[src/rtl/agd_pkg.sv]
package agd_pkg;

   localparam int RoundKeySlotsDefault = 15;
   localparam int BlockBits = 128;

   typedef enum logic [1:0] {
      REQ_LOAD_KEY  = 2'd0,
      REQ_LOAD_CTR  = 2'd1,
      REQ_LOAD_HASH = 2'd2,
      REQ_CIPHER    = 2'd3
   } req_kind_type;

   typedef enum logic [1:0] {
      CSR_KEY_MODE = 2'd0,
      CSR_HSUB_HI  = 2'd1,
      CSR_HSUB_LO  = 2'd2
   } csr_index_type;

   typedef enum logic [1:0] {
      ENG_IDLE  = 2'd0,
      ENG_FETCH = 2'd1,
      ENG_ROUND = 2'd2,
      ENG_DONE  = 2'd3
   } eng_state_type;

   // One classified word handed from the front end to the engine.
   typedef struct packed {
      logic [127:0] data;
      logic [127:0] counter;
      logic [4:0]   nbytes;
   } job_type;

   localparam int JobBits = $bits(job_type);

   function automatic logic [7:0] sbox(input logic [7:0] a);
      logic [7:0] t [256];
      t = '{
         8'h63,8'h7c,8'h77,8'h7b,8'hf2,8'h6b,8'h6f,8'hc5,8'h30,8'h01,8'h67,8'h2b,8'hfe,8'hd7,8'hab,8'h76,
         8'hca,8'h82,8'hc9,8'h7d,8'hfa,8'h59,8'h47,8'hf0,8'had,8'hd4,8'ha2,8'haf,8'h9c,8'ha4,8'h72,8'hc0,
         8'hb7,8'hfd,8'h93,8'h26,8'h36,8'h3f,8'hf7,8'hcc,8'h34,8'ha5,8'he5,8'hf1,8'h71,8'hd8,8'h31,8'h15,
         8'h04,8'hc7,8'h23,8'hc3,8'h18,8'h96,8'h05,8'h9a,8'h07,8'h12,8'h80,8'he2,8'heb,8'h27,8'hb2,8'h75,
         8'h09,8'h83,8'h2c,8'h1a,8'h1b,8'h6e,8'h5a,8'ha0,8'h52,8'h3b,8'hd6,8'hb3,8'h29,8'he3,8'h2f,8'h84,
         8'h53,8'hd1,8'h00,8'hed,8'h20,8'hfc,8'hb1,8'h5b,8'h6a,8'hcb,8'hbe,8'h39,8'h4a,8'h4c,8'h58,8'hcf,
         8'hd0,8'hef,8'haa,8'hfb,8'h43,8'h4d,8'h33,8'h85,8'h45,8'hf9,8'h02,8'h7f,8'h50,8'h3c,8'h9f,8'ha8,
         8'h51,8'ha3,8'h40,8'h8f,8'h92,8'h9d,8'h38,8'hf5,8'hbc,8'hb6,8'hda,8'h21,8'h10,8'hff,8'hf3,8'hd2,
         8'hcd,8'h0c,8'h13,8'hec,8'h5f,8'h97,8'h44,8'h17,8'hc4,8'ha7,8'h7e,8'h3d,8'h64,8'h5d,8'h19,8'h73,
         8'h60,8'h81,8'h4f,8'hdc,8'h22,8'h2a,8'h90,8'h88,8'h46,8'hee,8'hb8,8'h14,8'hde,8'h5e,8'h0b,8'hdb,
         8'he0,8'h32,8'h3a,8'h0a,8'h49,8'h06,8'h24,8'h5c,8'hc2,8'hd3,8'hac,8'h62,8'h91,8'h95,8'he4,8'h79,
         8'he7,8'hc8,8'h37,8'h6d,8'h8d,8'hd5,8'h4e,8'ha9,8'h6c,8'h56,8'hf4,8'hea,8'h65,8'h7a,8'hae,8'h08,
         8'hba,8'h78,8'h25,8'h2e,8'h1c,8'ha6,8'hb4,8'hc6,8'he8,8'hdd,8'h74,8'h1f,8'h4b,8'hbd,8'h8b,8'h8a,
         8'h70,8'h3e,8'hb5,8'h66,8'h48,8'h03,8'hf6,8'h0e,8'h61,8'h35,8'h57,8'hb9,8'h86,8'hc1,8'h1d,8'h9e,
         8'he1,8'hf8,8'h98,8'h11,8'h69,8'hd9,8'h8e,8'h94,8'h9b,8'h1e,8'h87,8'he9,8'hce,8'h55,8'h28,8'hdf,
         8'h8c,8'ha1,8'h89,8'h0d,8'hbf,8'he6,8'h42,8'h68,8'h41,8'h99,8'h2d,8'h0f,8'hb0,8'h54,8'hbb,8'h16
      };
      return t[a];
   endfunction

   function automatic logic [7:0] xtime(input logic [7:0] a);
      return {a[6:0], 1'b0} ^ (a[7] ? 8'h1b : 8'h00);
   endfunction

   // Byte k of a block sits at bits [127-8k -: 8].
   function automatic logic [127:0] aes_round(input logic [127:0] s, input logic last);
      logic [7:0] b [16];
      logic [7:0] t [16];
      logic [7:0] a0, a1, a2, a3, all;
      logic [127:0] r;
      for (int i = 0; i < 16; i++) b[i] = s[127 - 8 * i -: 8];
      for (int c = 0; c < 4; c++)
         for (int w = 0; w < 4; w++)
            t[w + 4 * c] = sbox(b[w + 4 * ((c + w) % 4)]);
      if (!last) begin
         for (int c = 0; c < 4; c++) begin
            a0 = t[4 * c]; a1 = t[4 * c + 1]; a2 = t[4 * c + 2]; a3 = t[4 * c + 3];
            all = a0 ^ a1 ^ a2 ^ a3;
            t[4 * c]     = a0 ^ all ^ xtime(a0 ^ a1);
            t[4 * c + 1] = a1 ^ all ^ xtime(a1 ^ a2);
            t[4 * c + 2] = a2 ^ all ^ xtime(a2 ^ a3);
            t[4 * c + 3] = a3 ^ all ^ xtime(a3 ^ a0);
         end
      end
      for (int i = 0; i < 16; i++) r[127 - 8 * i -: 8] = t[i];
      return r;
   endfunction

   // Mask with the first n bytes kept (n already clamped to 1..16).
   function automatic logic [127:0] byte_mask(input logic [4:0] n);
      logic [127:0] m;
      for (int i = 0; i < 16; i++) m[127 - 8 * i -: 8] = (5'(i) < n) ? 8'hff : 8'h00;
      return m;
   endfunction

endpackage

[src/rtl/agd_front.sv]
module agd_front import agd_pkg::*; #(
   parameter int RoundKeySlots = RoundKeySlotsDefault
) (
   input  logic                             clock,
   input  logic                             reset,
   input  logic                             req_valid,
   output logic                             req_ready,
   input  logic [1:0]                       req_type,
   input  logic [3:0]                       key_index,
   input  logic [63:0]                      word_hi,
   input  logic [63:0]                      word_lo,
   input  logic [4:0]                       byte_count,
   input  logic                             back_idle,
   output logic                             key_wr_en,
   output logic [$clog2(RoundKeySlots)-1:0] key_wr_addr,
   output logic [127:0]                     key_wr_data,
   output logic                             hash_ld_en,
   output logic [127:0]                     hash_ld_data,
   output logic                             job_valid,
   input  logic                             job_ready,
   output job_type                          job
);

   logic [127:0] ctr_ff, ctr_in;
   logic [4:0]   nb;
   logic         is_cipher, take, needs_idle;

   assign take      = req_valid && req_ready;
   assign is_cipher = req_kind_type'(req_type) == REQ_CIPHER && byte_count != 5'd0;
   assign nb        = (byte_count > 5'd16) ? 5'd16 : byte_count;
   // Key and hash loads wait until the back end holds no word, so that words already
   // queued still see the old key and hash; a ciphertext word waits for queue room.
   assign needs_idle = req_kind_type'(req_type) == REQ_LOAD_KEY
                       || req_kind_type'(req_type) == REQ_LOAD_HASH;
   assign req_ready = is_cipher ? job_ready : (!needs_idle || back_idle);
   assign job_valid = req_valid && is_cipher;
   assign job.data    = {word_hi, word_lo} & byte_mask(nb);
   assign job.counter = ctr_ff;
   assign job.nbytes  = nb;

   assign key_wr_en   = take && req_kind_type'(req_type) == REQ_LOAD_KEY
                        && 32'(key_index) < RoundKeySlots;
   assign key_wr_addr = key_index[$clog2(RoundKeySlots)-1:0];
   assign key_wr_data = {word_hi, word_lo};
   assign hash_ld_en  = take && req_kind_type'(req_type) == REQ_LOAD_HASH;
   assign hash_ld_data = {word_hi, word_lo};

   always_comb begin
      ctr_in = ctr_ff;
      if (take && req_kind_type'(req_type) == REQ_LOAD_CTR) ctr_in = {word_hi, word_lo};
      else if (take && is_cipher) ctr_in = {ctr_ff[127:32], ctr_ff[31:0] + 32'd1};
   end

   always_ff @(posedge clock) begin
      if (reset) ctr_ff <= '0;
      else ctr_ff <= ctr_in;
   end

endmodule

[config.mk]
export PLATFORM = sky130hd
export DESIGN_NAME = agd_front
export DESIGN_NICKNAME = d
export VERILOG_FILES = /design/src/rtl/agd_pkg.sv /design/src/rtl/agd_front.sv
export SDC_FILE = /design/constraint.sdc
export NUM_CORES = 1
export LEC_CHECK = 0
export ABC_AREA = 0
export BUFFER_PORTS_ARGS = -buffer_cell sky130_fd_sc_hd__buf_2
export CORE_AREA = 10 10 254 256
export CTS_BUF_LIST = sky130_fd_sc_hd__clkbuf_4 sky130_fd_sc_hd__clkbuf_8 sky130_fd_sc_hd__clkbuf_16
export DETAILED_ROUTE_END_ITERATION = 7
export DIE_AREA = 0 0 264 266
export PLACE_DENSITY_LB_ADDON = 0.12
export SYNTH_ARGS = -nofsm -noshare
export SYNTH_HDL_FRONTEND = slang
export SYNTH_SLANG_ARGS = --single-unit
[constraint.sdc]
create_clock -name clock -period 3.6 [get_ports clock]
set_input_delay 0.18 -clock clock [delete_from_list [all_inputs] [get_ports clock]]
set_output_delay 0.18 -clock clock [all_outputs]
set_load 0.01 [all_outputs]
==> flow_summary.yaml <==
clock_tree:
  postCtsSetupRepairBufs: 0
  cts_buffers: 17
  tritoncts: "built"
  clock_path_buffers: 2
  cts_resized: 0
  path_clk_slew_ns: 0.07
  worstSkewPairLatency_ns: 0.48
  postCtsHoldBufs: 106
  clkSinkCount: 128
  cts.htree.levels: 4
  cts_root_buffer: "clkbuf_16"
sta:
  grt_setup_unrepaired: "no"
  setup_violations: 0
  maxSlewHeadroom: 0.305
  fin_crit_ns: 2.38
  fin_tns_setup_ns: 0
  hold_viol: 0
  tightest_slew_ns: 1.04
  maxSlewViolCount: 0
  finClkSkew_ns: 0.0134
  post-route-period-util: 0.660
  max_freq_ghz: 0.421
pwr:
  p_leak_uw: 0.00577
  powerDensity_mw_per_mm2: 365
  vdd_ir_drop_max_uv: 366
die:
  initial_core_util: 0.137
  die_area_mm2: 0.0702
  die_h_um: 266
  die_x_um: 264
  rows: 90
  io-pin-count: 669
  core_mm2: 0.0597
cells_and_area:
  area_growth_pct: 48.5
  fillCellCount: 6818
  multiInputGateArea_mm2: 0.00349
  largest_reg_flops: 128
  nets: 1733
  register_area_mm2: 0.00256
  reg.largest.list: "ctr_ff (128)"
  final_area_mm2: 0.0122
  regMostFlops: "ctr_ff"
  layout-drive-gt1-share: 0.458
critical_path:
  cp_num_buf_inv: 0
  path_delay_family: "simple AND/OR/NAND/NOR gates"
  cp_max_fo: 11
  worstSetupStartpointType: "flop"
  critPathRequiredTime_ns: 3.97
  slowest_stage: "or3_1"
  cp_data_arrival_time_ns: 2.75
  crit_type: "reg2reg"
  path_cells: "nand4_2, or3_1, nor4_4, nand4_1, mux2_1"
  slowest_delay_ns: 0.54
  end_kind: "flop"
placed_design:
  gp_congestion: 0.747
  port_buffers: 668
  place_hpwl_mm: 36.6
  place_area_mm2: 0.0105
drt:
  vias_per_cell: 3.75
  totalWireLength_mm: 46.9
  drc: 0
  ant_nets: 0
  avgRoutedWirePerCell_um: 19.7
  drtIter0Drc: 315
  dr.pass1.iters: 5
  vias: 8944
global_routing:
  grt_pass1_wl_mm: 66.4
  track_usage: 0.127
  grt.overflow.total: 0
  grt_pass1_vias: 9555
  grt_max_degree: 71
  antenna_found_initial: 3
yosys:
  synth_edf_count: 0
  synth_area_mm2: 0.00821
  synth-simple-area-share: 0.295
  synth_ff_type: "dfxtp_1"
  seq_area_frac_synth: 0.312
  avgSynthCellArea_um2: 7.50
  async_flop_share: 0
  synth_compound_area_frac: 0.114
  synth-xor-area-share: 0.00534
  synth.area.mux_share: 0.00671
  synth_adder_area_share: 0.00152
  synthCells: 1094
  synth_cell_types: 56
  synth_top_family_by_area: "simple AND/OR/NAND/NOR gates"
  yosysWarnings: 0
  synth_nets: 1239
  synth-seq-cells: 128
worst_hold_path:
  hp-class: "in2reg"
flow_run:
  cap_violations: 0
outcome:
  status: "complete, no violations"
-- layer usage --
layer,vias to the layer above,global-route usage,part of all wire
met5,-,0,0
met4,0,0.0463,0.024
met3,48,0.0510,0.080
met2,378,0.220,0.49
met1,4189,0.138,0.40
li1,4329,-,-
-- worst register-to-register path, stage by stage (launching register included) --
cell     delay (ns)
dfxtp_1        0.45
nand4_2        0.42
or3_1          0.54
nor4_4         0.39
nand4_1        0.15
mux2_1         0.32
-- logic make-up after synthesis --
family,Yosys count
AO/OA/AOI/OAI,161
XOR/XNOR,5
adder cells (fa/ha/maj),1
buffers and inverters,315
flip-flops,128
multiplexers,5
AND/OR/NAND/NOR,479
-- stage by stage --
stage	instances	utilization	power (uW)	setup WS, ns	hold slack (ns)
floorplan	1094	-	2130	1.60	0.316
global placement	2245	0.176	2560	1.14	0.440
detailed placement	2245	0.176	2550	1.05	0.444
CTS	2383	0.204	4580	1.05	0.000563
global route	2384	0.204	4700	0.988	0.0124
finish	2385	0.204	4440	1.22	0.0269
-- path summary, 6_finish.rpt --
path	slack, ns	depth (start not counted)	end	start
hold / removal	0.03	3	ctr_ff[17]	word_lo[17]
setup reg to reg	1.22	5	ctr_ff[22]	ctr_ff[4]
hold reg to reg	0.45	2	ctr_ff[105]	ctr_ff[105]
setup / recovery	1.22	5	ctr_ff[22]	ctr_ff[4]
-- final cells by class --
class,instances,area share
well taps,782,0.0803
inverters,2,0.000616
multi-input cells,651,0.286
clock inverters,11,0.0113
clock buffers,21,0.0384
diodes,2,0.000411
repair buffers,788,0.372
flip-flops and latches,128,0.210
-- cells in the mapped netlist, drive strengths merged (2+ instances only) --
| cell | count | area share |
|---|---|---|
| o211ai | 2 | 0.0018 |
| nand4 | 15 | 0.017 |
| o21a | 3 | 0.0027 |
| a311oi | 2 | 0.0021 |
| a21o | 3 | 0.0027 |
| nor3 | 9 | 0.0061 |
| nand3 | 15 | 0.0091 |
| a22oi | 2 | 0.0018 |
| mux2 | 4 | 0.0055 |
| nand2 | 225 | 0.10 |
| buf | 268 | 0.24 |
| a21oi | 117 | 0.072 |
| a31oi | 4 | 0.0030 |
| or3 | 6 | 0.0046 |
| and3 | 5 | 0.0040 |
| a32oi | 2 | 0.0021 |
| nor2b | 84 | 0.064 |
| a211oi | 11 | 0.011 |
| xor2 | 5 | 0.0053 |
| clkbuf | 45 | 0.021 |
| nor2 | 45 | 0.021 |
| nor4b | 2 | 0.0021 |
| inv | 2 | 0.00092 |
| o21ai | 6 | 0.0037 |
| dfxtp | 128 | 0.31 |
| and4 | 3 | 0.0032 |
| nor4 | 15 | 0.019 |
| and2 | 49 | 0.037 |
-- power by group --
part           switching (uW)  internal, uW
clock                     740          1130
combinational             622           436
sequential               44.5          1470
-- cells in the final DEF, fill, tap and decap left out, types with 4 or more instances in the layout --
cell           instances
dfxtp_1              128
xor2_1                 5
nor4_1                11
nor4_4                 4
clkbuf_16             17
nand4_1               11
a21oi_1              116
nor2_1                45
nand3_1               15
and2_1                49
dlygate4sd3_1        106
buf_4                 13
buf_2                667
a211oi_1               9
nand2_1              225
o21ai_0                6
or3_1                  6
a31oi_1                4
nor2b_1               84
nor3_1                 8
and3_1                 4
clkinv_2               5
No activity file was read; power rests on OpenSTA's default activity.
