--- config.mk ---
export PLATFORM = sky130hd
export DESIGN_NAME = agd_queue
export DESIGN_NICKNAME = d
export VERILOG_FILES = /design/src/rtl/agd_pkg.sv /design/src/rtl/agd_queue.sv
export SDC_FILE = /design/constraint.sdc
export NUM_CORES = 1
export LEC_CHECK = 0
export BUFFER_PORTS_ARGS = -buffer_cell sky130_fd_sc_hd__buf_2
export CAP_MARGIN = 30
export CORE_AREA = 2 2 205 207
export CTS_BUF_LIST = sky130_fd_sc_hd__clkbuf_2
export CTS_CLUSTER_DIAMETER = 50
export CTS_CLUSTER_SIZE = 40
export DETAILED_ROUTE_END_ITERATION = 6
export DIE_AREA = 0 0 207 209
export GPL_ROUTABILITY_DRIVEN = 0
export HOLD_SLACK_MARGIN = 0.08
export PLACE_DENSITY = 0.74
export SLEW_MARGIN = 20
export SYNTH_ARGS = -nofsm -noshare
export SYNTH_HDL_FRONTEND = slang
export SYNTH_SLANG_ARGS = --single-unit
export TNS_END_PERCENT = 20
--- constraint.sdc ---
create_clock -name clock -period 15.6 [get_ports clock]
set_input_delay 3.12 -clock clock [delete_from_list [all_inputs] [get_ports clock]]
set_output_delay 3.12 -clock clock [all_outputs]
set_load 0.05 [all_outputs]
--- src/rtl/agd_pkg.sv ---
package agd_pkg;

   localparam int RoundKeySlotsDefault = 15;
   localparam int BlockBits = 128;

   typedef enum logic [1:0] {
      REQ_LOAD_KEY  = 2'd0,
      REQ_LOAD_CTR  = 2'd1,
      REQ_LOAD_HASH = 2'd2,
      REQ_CIPHER    = 2'd3
   } req_kind_type;

   typedef enum logic [1:0] {
      CSR_KEY_MODE = 2'd0,
      CSR_HSUB_HI  = 2'd1,
      CSR_HSUB_LO  = 2'd2
   } csr_index_type;

   typedef enum logic [1:0] {
      ENG_IDLE  = 2'd0,
      ENG_FETCH = 2'd1,
      ENG_ROUND = 2'd2,
      ENG_DONE  = 2'd3
   } eng_state_type;

   // One classified word handed from the front end to the engine.
   typedef struct packed {
      logic [127:0] data;
      logic [127:0] counter;
      logic [4:0]   nbytes;
   } job_type;

   localparam int JobBits = $bits(job_type);

   function automatic logic [7:0] sbox(input logic [7:0] a);
      logic [7:0] t [256];
      t = '{
         8'h63,8'h7c,8'h77,8'h7b,8'hf2,8'h6b,8'h6f,8'hc5,8'h30,8'h01,8'h67,8'h2b,8'hfe,8'hd7,8'hab,8'h76,
         8'hca,8'h82,8'hc9,8'h7d,8'hfa,8'h59,8'h47,8'hf0,8'had,8'hd4,8'ha2,8'haf,8'h9c,8'ha4,8'h72,8'hc0,
         8'hb7,8'hfd,8'h93,8'h26,8'h36,8'h3f,8'hf7,8'hcc,8'h34,8'ha5,8'he5,8'hf1,8'h71,8'hd8,8'h31,8'h15,
         8'h04,8'hc7,8'h23,8'hc3,8'h18,8'h96,8'h05,8'h9a,8'h07,8'h12,8'h80,8'he2,8'heb,8'h27,8'hb2,8'h75,
         8'h09,8'h83,8'h2c,8'h1a,8'h1b,8'h6e,8'h5a,8'ha0,8'h52,8'h3b,8'hd6,8'hb3,8'h29,8'he3,8'h2f,8'h84,
         8'h53,8'hd1,8'h00,8'hed,8'h20,8'hfc,8'hb1,8'h5b,8'h6a,8'hcb,8'hbe,8'h39,8'h4a,8'h4c,8'h58,8'hcf,
         8'hd0,8'hef,8'haa,8'hfb,8'h43,8'h4d,8'h33,8'h85,8'h45,8'hf9,8'h02,8'h7f,8'h50,8'h3c,8'h9f,8'ha8,
         8'h51,8'ha3,8'h40,8'h8f,8'h92,8'h9d,8'h38,8'hf5,8'hbc,8'hb6,8'hda,8'h21,8'h10,8'hff,8'hf3,8'hd2,
         8'hcd,8'h0c,8'h13,8'hec,8'h5f,8'h97,8'h44,8'h17,8'hc4,8'ha7,8'h7e,8'h3d,8'h64,8'h5d,8'h19,8'h73,
         8'h60,8'h81,8'h4f,8'hdc,8'h22,8'h2a,8'h90,8'h88,8'h46,8'hee,8'hb8,8'h14,8'hde,8'h5e,8'h0b,8'hdb,
         8'he0,8'h32,8'h3a,8'h0a,8'h49,8'h06,8'h24,8'h5c,8'hc2,8'hd3,8'hac,8'h62,8'h91,8'h95,8'he4,8'h79,
         8'he7,8'hc8,8'h37,8'h6d,8'h8d,8'hd5,8'h4e,8'ha9,8'h6c,8'h56,8'hf4,8'hea,8'h65,8'h7a,8'hae,8'h08,
         8'hba,8'h78,8'h25,8'h2e,8'h1c,8'ha6,8'hb4,8'hc6,8'he8,8'hdd,8'h74,8'h1f,8'h4b,8'hbd,8'h8b,8'h8a,
         8'h70,8'h3e,8'hb5,8'h66,8'h48,8'h03,8'hf6,8'h0e,8'h61,8'h35,8'h57,8'hb9,8'h86,8'hc1,8'h1d,8'h9e,
         8'he1,8'hf8,8'h98,8'h11,8'h69,8'hd9,8'h8e,8'h94,8'h9b,8'h1e,8'h87,8'he9,8'hce,8'h55,8'h28,8'hdf,
         8'h8c,8'ha1,8'h89,8'h0d,8'hbf,8'he6,8'h42,8'h68,8'h41,8'h99,8'h2d,8'h0f,8'hb0,8'h54,8'hbb,8'h16
      };
      return t[a];
   endfunction

   function automatic logic [7:0] xtime(input logic [7:0] a);
      return {a[6:0], 1'b0} ^ (a[7] ? 8'h1b : 8'h00);
   endfunction

   // Byte k of a block sits at bits [127-8k -: 8].
   function automatic logic [127:0] aes_round(input logic [127:0] s, input logic last);
      logic [7:0] b [16];
      logic [7:0] t [16];
      logic [7:0] a0, a1, a2, a3, all;
      logic [127:0] r;
      for (int i = 0; i < 16; i++) b[i] = s[127 - 8 * i -: 8];
      for (int c = 0; c < 4; c++)
         for (int w = 0; w < 4; w++)
            t[w + 4 * c] = sbox(b[w + 4 * ((c + w) % 4)]);
      if (!last) begin
         for (int c = 0; c < 4; c++) begin
            a0 = t[4 * c]; a1 = t[4 * c + 1]; a2 = t[4 * c + 2]; a3 = t[4 * c + 3];
            all = a0 ^ a1 ^ a2 ^ a3;
            t[4 * c]     = a0 ^ all ^ xtime(a0 ^ a1);
            t[4 * c + 1] = a1 ^ all ^ xtime(a1 ^ a2);
            t[4 * c + 2] = a2 ^ all ^ xtime(a2 ^ a3);
            t[4 * c + 3] = a3 ^ all ^ xtime(a3 ^ a0);
         end
      end
      for (int i = 0; i < 16; i++) r[127 - 8 * i -: 8] = t[i];
      return r;
   endfunction

   // Mask with the first n bytes kept (n already clamped to 1..16).
   function automatic logic [127:0] byte_mask(input logic [4:0] n);
      logic [127:0] m;
      for (int i = 0; i < 16; i++) m[127 - 8 * i -: 8] = (5'(i) < n) ? 8'hff : 8'h00;
      return m;
   endfunction

endpackage

--- src/rtl/agd_queue.sv ---
module agd_queue import agd_pkg::*; (
   input  logic    clock,
   input  logic    reset,
   input  logic    in_valid,
   output logic    in_ready,
   input  job_type in_job,
   output logic    out_valid,
   input  logic    out_ready,
   output job_type out_job
);

   job_type     slot_ff [2];
   logic [1:0]  count_ff, count_in;
   logic        rd_ff, wr_ff, push, pop;

   assign in_ready  = count_ff != 2'd2;
   assign out_valid = count_ff != 2'd0;
   assign out_job   = slot_ff[rd_ff];
   assign push      = in_valid && in_ready;
   assign pop       = out_valid && out_ready;

   always_comb begin
      count_in = count_ff;
      if (push && !pop) count_in = count_ff + 2'd1;
      else if (pop && !push) count_in = count_ff - 2'd1;
   end

   always_ff @(posedge clock) begin
      if (reset) begin
         count_ff <= '0;
         rd_ff    <= 1'b0;
         wr_ff    <= 1'b0;
      end else begin
         count_ff <= count_in;
         if (push) wr_ff <= !wr_ff;
         if (pop) rd_ff <= !rd_ff;
      end
   end

   always_ff @(posedge clock) begin
      if (push) slot_ff[wr_ff] <= in_job;
   end

   a_no_overflow: assert property (@(posedge clock) disable iff (reset)
      count_ff <= 2'd2) else $error("queue count out of range");

endmodule

==> results.json, run 1 <==
{
  "async_flop_share": 0,
  "final_nets": 1659,
  "routed_wl_um": 39100,
  "ant_nets": 0,
  "min_from": "count_ff[1]",
  "period_minus_slack_ns": 7.40,
  "root_buffer": "clkbuf_2",
  "clk_path_buf_depth": 3,
  "wl_per_cell_um": 19.8,
  "syn_inst": 836,
  "via_per_inst": 4.92,
  "final_cell_area_um2": 23700,
  "fin_skew_ns": 0.105,
  "cp.arrival_ns": 4.28,
  "clkLatencyLatePin_ns": 1.02,
  "grt_setup_unrepaired": "false",
  "post-place-ws_ns": 9.16,
  "setup_viol": 0,
  "cp-start-kind": "flop",
  "grt_usage": 0.173,
  "placed_cells": 1885,
  "place_area_um2": 23000,
  "ys_seq_area_frac": 0.795,
  "tritoncts": "built",
  "final_common_cell": "buf_2",
  "hold_viol_final": 0,
  "cts_resized": 0,
  "coreArea_um2": 41300,
  "die_x_um": 207,
  "post-route-drc-count": 0,
  "grt_pass1_wl_um": 57300,
  "initial_core_util": 0.480,
  "synth_top_area_frac": 0.790,
  "rr_endpoint": "slot_ff[1][207]",
  "clock.fmax_mhz": 135,
  "synth_cell_types": 19,
  "synth_edf_count": 522,
  "tightest_slew_ns": 0.917,
  "fillers": 3157,
  "gr-total-overflow": 0,
  "leakage_nw": 9.12,
  "syn_to_final_growth_pct": 19.4,
  "grt_max_degree": 114,
  "hold_depth": 2,
  "cp_max_fo": 56,
  "worstSetupPathType": "reg2out",
  "finalCritPeriodShare": 0.475,
  "yosysTopAreaCell": "edfxtp_1",
  "grt_pass1_vias": 9950,
  "dp_hpwl_um": 27200,
  "vdd_drop_max_mv": 0.117,
  "ctsHoldBuffers": 0,
  "min_to": "count_ff[1]",
  "setup_tns_ns": 0,
  "portBuffers": 527,
  "slew_headroom": 0.388,
  "worstPathRequired_ns": 12.48,
  "first_pass_iters": 5,
  "worstRegToRegCells": 5,
  "power_density_nw_per_um2": 174,
  "end_kind": "primary output",
  "grt_antenna_before_repair": 12,
  "path_clk_slew_ns": 0.32,
  "final_cell_mix": "527 x buf_2, 522 x edfxtp_1, 190 x mux2_4, 71 x mux2_2, 48 x clkbuf_2",
  "die_h_um": 209,
  "post_cts_buffers": 0,
  "reg2reg_from": "count_ff[0]",
  "synth.area.top_cells": "edfxtp_1 79%, mux2_4 14%, mux2_2 4.0%",
  "dieArea_um2": 43300,
  "r2r_setup_slack_ns": 12.22,
  "slew_violations": 0,
  "netlist_area_um2": 19800,
  "first_iter_violations": 581,
  "maxCapViolCount": 0,
  "status": "finished, final reports clean",
  "io-pin-count": 528,
  "syn-num-nets": 1102,
  "instances_no_fill": 1975,
  "core.rowCount": 75,
  "cts_max_level": 2,
  "yosys_warnings": 0,
  "multiInputGateArea_um2": 3780,
  "min_path_type": "reg2reg",
  "synth-seq-cells": 527,
  "num_vias": 9726,
  "cts_buffers": 43,
  "finish.utilization": 0.573,
  "regArea_um2": 15800,
  "cts.sinks": 527,
  "avgSynthCellArea_um2": 23.7,
  "dominantRegCellSynth": "edfxtp_1",
  "drive_gt1_frac": 0.619,
  "worst_slack_ns": 8.20
}
==> layer usage <==
layer,up-vias,routed length [um],global-route usage,share of wire
li1,4479,-,-,-
met1,4807,14900,0.207,0.38
met2,361,20000,0.295,0.51
met3,73,3010,0.0541,0.077
met4,6,1180,0.0675,0.030
met5,-,34,0,0.00087
==> where the power goes <==
group	switching, mW	internal, mW	leakage [nW]
Sequential	0.0637	1.76	4.92
Combinational	1.15	0.513	3.85
Clock	0.484	0.148	0.360
Total	1.70	2.43	9.12
==> Yosys cell counts (all sizes together), types with 2 or more instances <==
library cell	instances
edfxtp	522
mux2	261
buf	29
dfxtp	5
nor2	3
xor2	3
a21oi	2
o21ai	2
==> worst max-delay path by stage <==
stage,start,to,slack [ns],depth (start not counted)
2_1_floorplan,in_valid,slot_ff[1][0],5.83,1
3_3_place_gp,flop,out_job[252],9.12,4
3_5_place_dp,flop,out_job[232],9.16,5
4_1_cts,flop,out_job[232],7.96,5
5_1_grt,flop,out_job[232],7.87,5
6_report,flop,out_job[222],8.20,5
==> stage by stage <==
step / hold WS, ns / power [mW]
finish: 0.541 / 4.12
global route: 0.578 / 4.28
CTS: 0.532 / 4.16
detailed placement: 0.502 / 3.54
global placement: 0.485 / 3.51
floorplan: 0.471 / 3.26
==> worst max-delay path: stages, from the launching register on <==
cell	delay, ns
dfxtp_4	0.92
buf_4	0.78
buf_4	0.65
buf_12	0.30
mux2_4	0.34
buf_2	0.21
==> cell type report <==
cell class | count | area share
Antenna cell | 10 | 0.00106
Clock buffer | 48 | 0.0101
Clock inverter | 30 | 0.0145
Inverter | 1 | 0.000476
Multi-Input combinational cell | 279 | 0.159
Sequential cell | 527 | 0.666
Tap cell | 539 | 0.0285
Timing Repair Buffer | 541 | 0.119
==> sequential cells by signal (all words and copies together), names as in the netlist, named ones only <==
| name | flops |
|---|---|
| slot_ff | 522 |
| count_ff | 2 |
| rd_ff | 1 |
| wr_ff | 1 |
==> kinds of logic after synthesis <==
logic type	synth area share
AO/OA/AOI/OAI	0.00151
XOR/XNOR	0.00133
adder cells (fa/ha/maj)	0.000631
buffers and inverters	0.0144
flip-flops	0.795
multiplexers	0.184
AND/OR/NAND/NOR	0.00252
Power figures use the tool's default switching activity.
==> run 2, diff against run 1 <==
Settings changed: PLACE_DENSITY 0.74 to 0.77.
Clock period 15.6 ns to 6.7 ns, I/O delays scaled along.
==> run 2 against run 1 <==
Compared with the run above: clock-buffer cell count down 1; utilization down 0.35 points; final area down 0.61%; non-clock buffer count down 8; clock power up 120%; die area unchanged; clock skew down 0.023 ns; routed wire length up 2.0%; total power up 130%; critical path depth down 2; register-to-register slack worse by 8.3 ns; combinational power up 130%; critical path type unchanged; critical endpoint is now out_job[185].
==> results.json, run 2 (same netlist as run 1, synthesis figures left out) <==
{
  "status": "finished, final reports clean",
  "grt_max_degree": 147,
  "clkLatencyLatePin_ns": 1.02,
  "syn_to_final_growth_pct": 18.7,
  "final_nets": 1650,
  "setup_viol": 0,
  "critPathMaxStageDelay_ns": 0.79,
  "tritoncts": "built",
  "path_clk_slew_ns": 0.32,
  "cts_resized": 0,
  "post_cts_buffers": 0,
  "end_kind": "primary output",
  "num_vias": 9719,
  "final_common_cell": "buf_2",
  "ctsHoldBuffers": 0,
  "drive_gt1_frac": 0.615,
  "die_x_um": 207,
  "die_h_um": 209,
  "clk_path_buf_depth": 3,
  "grt_usage": 0.175,
  "cp_max_fo": 116,
  "instances_no_fill": 1964,
  "min_path_type": "in2reg",
  "gr-total-overflow": 0,
  "fin_skew_ns": 0.0818,
  "multiInputGateArea_um2": 3780,
  "clock.fmax_mhz": 217,
  "period_minus_slack_ns": 4.61,
  "io-pin-count": 528,
  "largest_reg_flops": 522,
  "post-route-drc-count": 0,
  "final_cell_mix": "527 x buf_2, 522 x edfxtp_1, 190 x mux2_4, 71 x mux2_2, 47 x clkbuf_2",
  "cp-start-kind": "flop",
  "placed_cells": 1879,
  "setup_tns_ns": 0,
  "leakage_nw": 9.05,
  "cts_buffers": 42,
  "slew_violations": 0,
  "hold_depth": 1,
  "ant_nets": 0,
  "portBuffers": 527,
  "grt_antenna_before_repair": 10,
  "power_density_nw_per_um2": 406,
  "first_pass_iters": 4,
  "finalCritPeriodShare": 0.688,
  "critPathSlowestCell": "dfxtp_4",
  "routed_wl_um": 39900,
  "grt_setup_unrepaired": "false",
  "regArea_um2": 15800,
  "core.rowCount": 75,
  "vdd_drop_max_mv": 0.362,
  "first_iter_violations": 488,
  "slew_headroom": 0.331,
  "worstRegToRegCells": 3,
  "largest_registers": "slot_ff x522, count_ff x2",
  "dp_hpwl_um": 27200,
  "worstPathRequired_ns": 5.36,
  "cts_max_level": 2,
  "dieArea_um2": 43300,
  "wl_per_cell_um": 20.3,
  "worstSetupPathType": "reg2out",
  "grt_pass1_wl_um": 57900,
  "root_buffer": "clkbuf_2",
  "cts.sinks": 527,
  "cp.arrival_ns": 3.27,
  "coreArea_um2": 41300,
  "initial_core_util": 0.480,
  "grt_pass1_vias": 10200,
  "worstPathCellList": "buf_12, mux2_4, buf_2",
  "maxCapViolCount": 0,
  "tightest_slew_ns": 1.00,
  "fillers": 3182,
  "via_per_inst": 4.95,
  "max_flop_register": "slot_ff",
  "hold_viol_final": 0
}
-- run 2: changes by cell type in the layout (fill, tap and decap cells not counted), sizes merged --
| cell | before | now |
|---|---|---|
| buf | 541 | 533 |
| bufinv | 1 | 2 |
| clkbuf | 48 | 47 |
| clkinv | 10 | 17 |
| diode | 10 | 8 |
| inv | 18 | 10 |
-- run 2: path summary, 6_finish.rpt --
kind              slack [ns]        start              end
setup / recovery        2.09         flop     out_job[185]
hold / removal          0.45    in_job[6]    slot_ff[0][6]
setup reg to reg        3.91  count_ff[0]  slot_ff[1][147]
hold reg to reg         0.56  count_ff[1]      count_ff[1]
-- run 2: where the power goes --
part	switching [mW]	total (mW)	internal, mW
logic	2.71	3.89	1.18
registers	0.134	4.25	4.11
clock network	1.07	1.41	0.342
total	3.91	9.55	5.64
-- run 2: layer usage --
metal / global-route usage / wire [um] / share of wire / vias to the layer above
li1: - / - / - / 4448
met1: 0.201 / 15200 / 0.38 / 4822
met2: 0.306 / 20600 / 0.52 / 373
met3: 0.0585 / 3040 / 0.076 / 70
met4: 0.0643 / 1050 / 0.026 / 6
met5: 0 / 37 / 0.00093 / -
-- run 2: area by class of cell --
cell class | count | area share
Sequential cell | 527 | 0.671
Multi-Input combinational cell | 279 | 0.160
Timing Repair Buffer | 533 | 0.116
Tap cell | 539 | 0.0287
Clock inverter | 30 | 0.0129
Clock buffer | 47 | 0.0100
Antenna cell | 8 | 0.000851
Inverter | 1 | 0.000479
-- run 2: worst max-delay path, delay by kind of cell (launching register included) --
family   cells  cell delay (ns)
buf+inv      2             0.82
flops        1             0.79
mux          1             0.36
-- run 2: stage by stage --
| step | instance area (um^2) | power (mW) | setup slack [ns] | utilization | hold WS, ns |
|---|---|---|---|---|---|
| after floorplan | 19800 | 7.56 | -0.373 | - | 0.471 |
| after global placement | 23000 | 8.17 | 3.24 | 0.556 | 0.484 |
| after detailed placement | 23000 | 8.23 | 3.22 | 0.556 | 0.506 |
| after CTS | 23500 | 9.62 | 1.97 | 0.569 | 0.302 |
| after global routing | 23500 | 9.88 | 1.85 | 0.570 | 0.289 |
| final | 23500 | 9.55 | 2.09 | 0.570 | 0.451 |
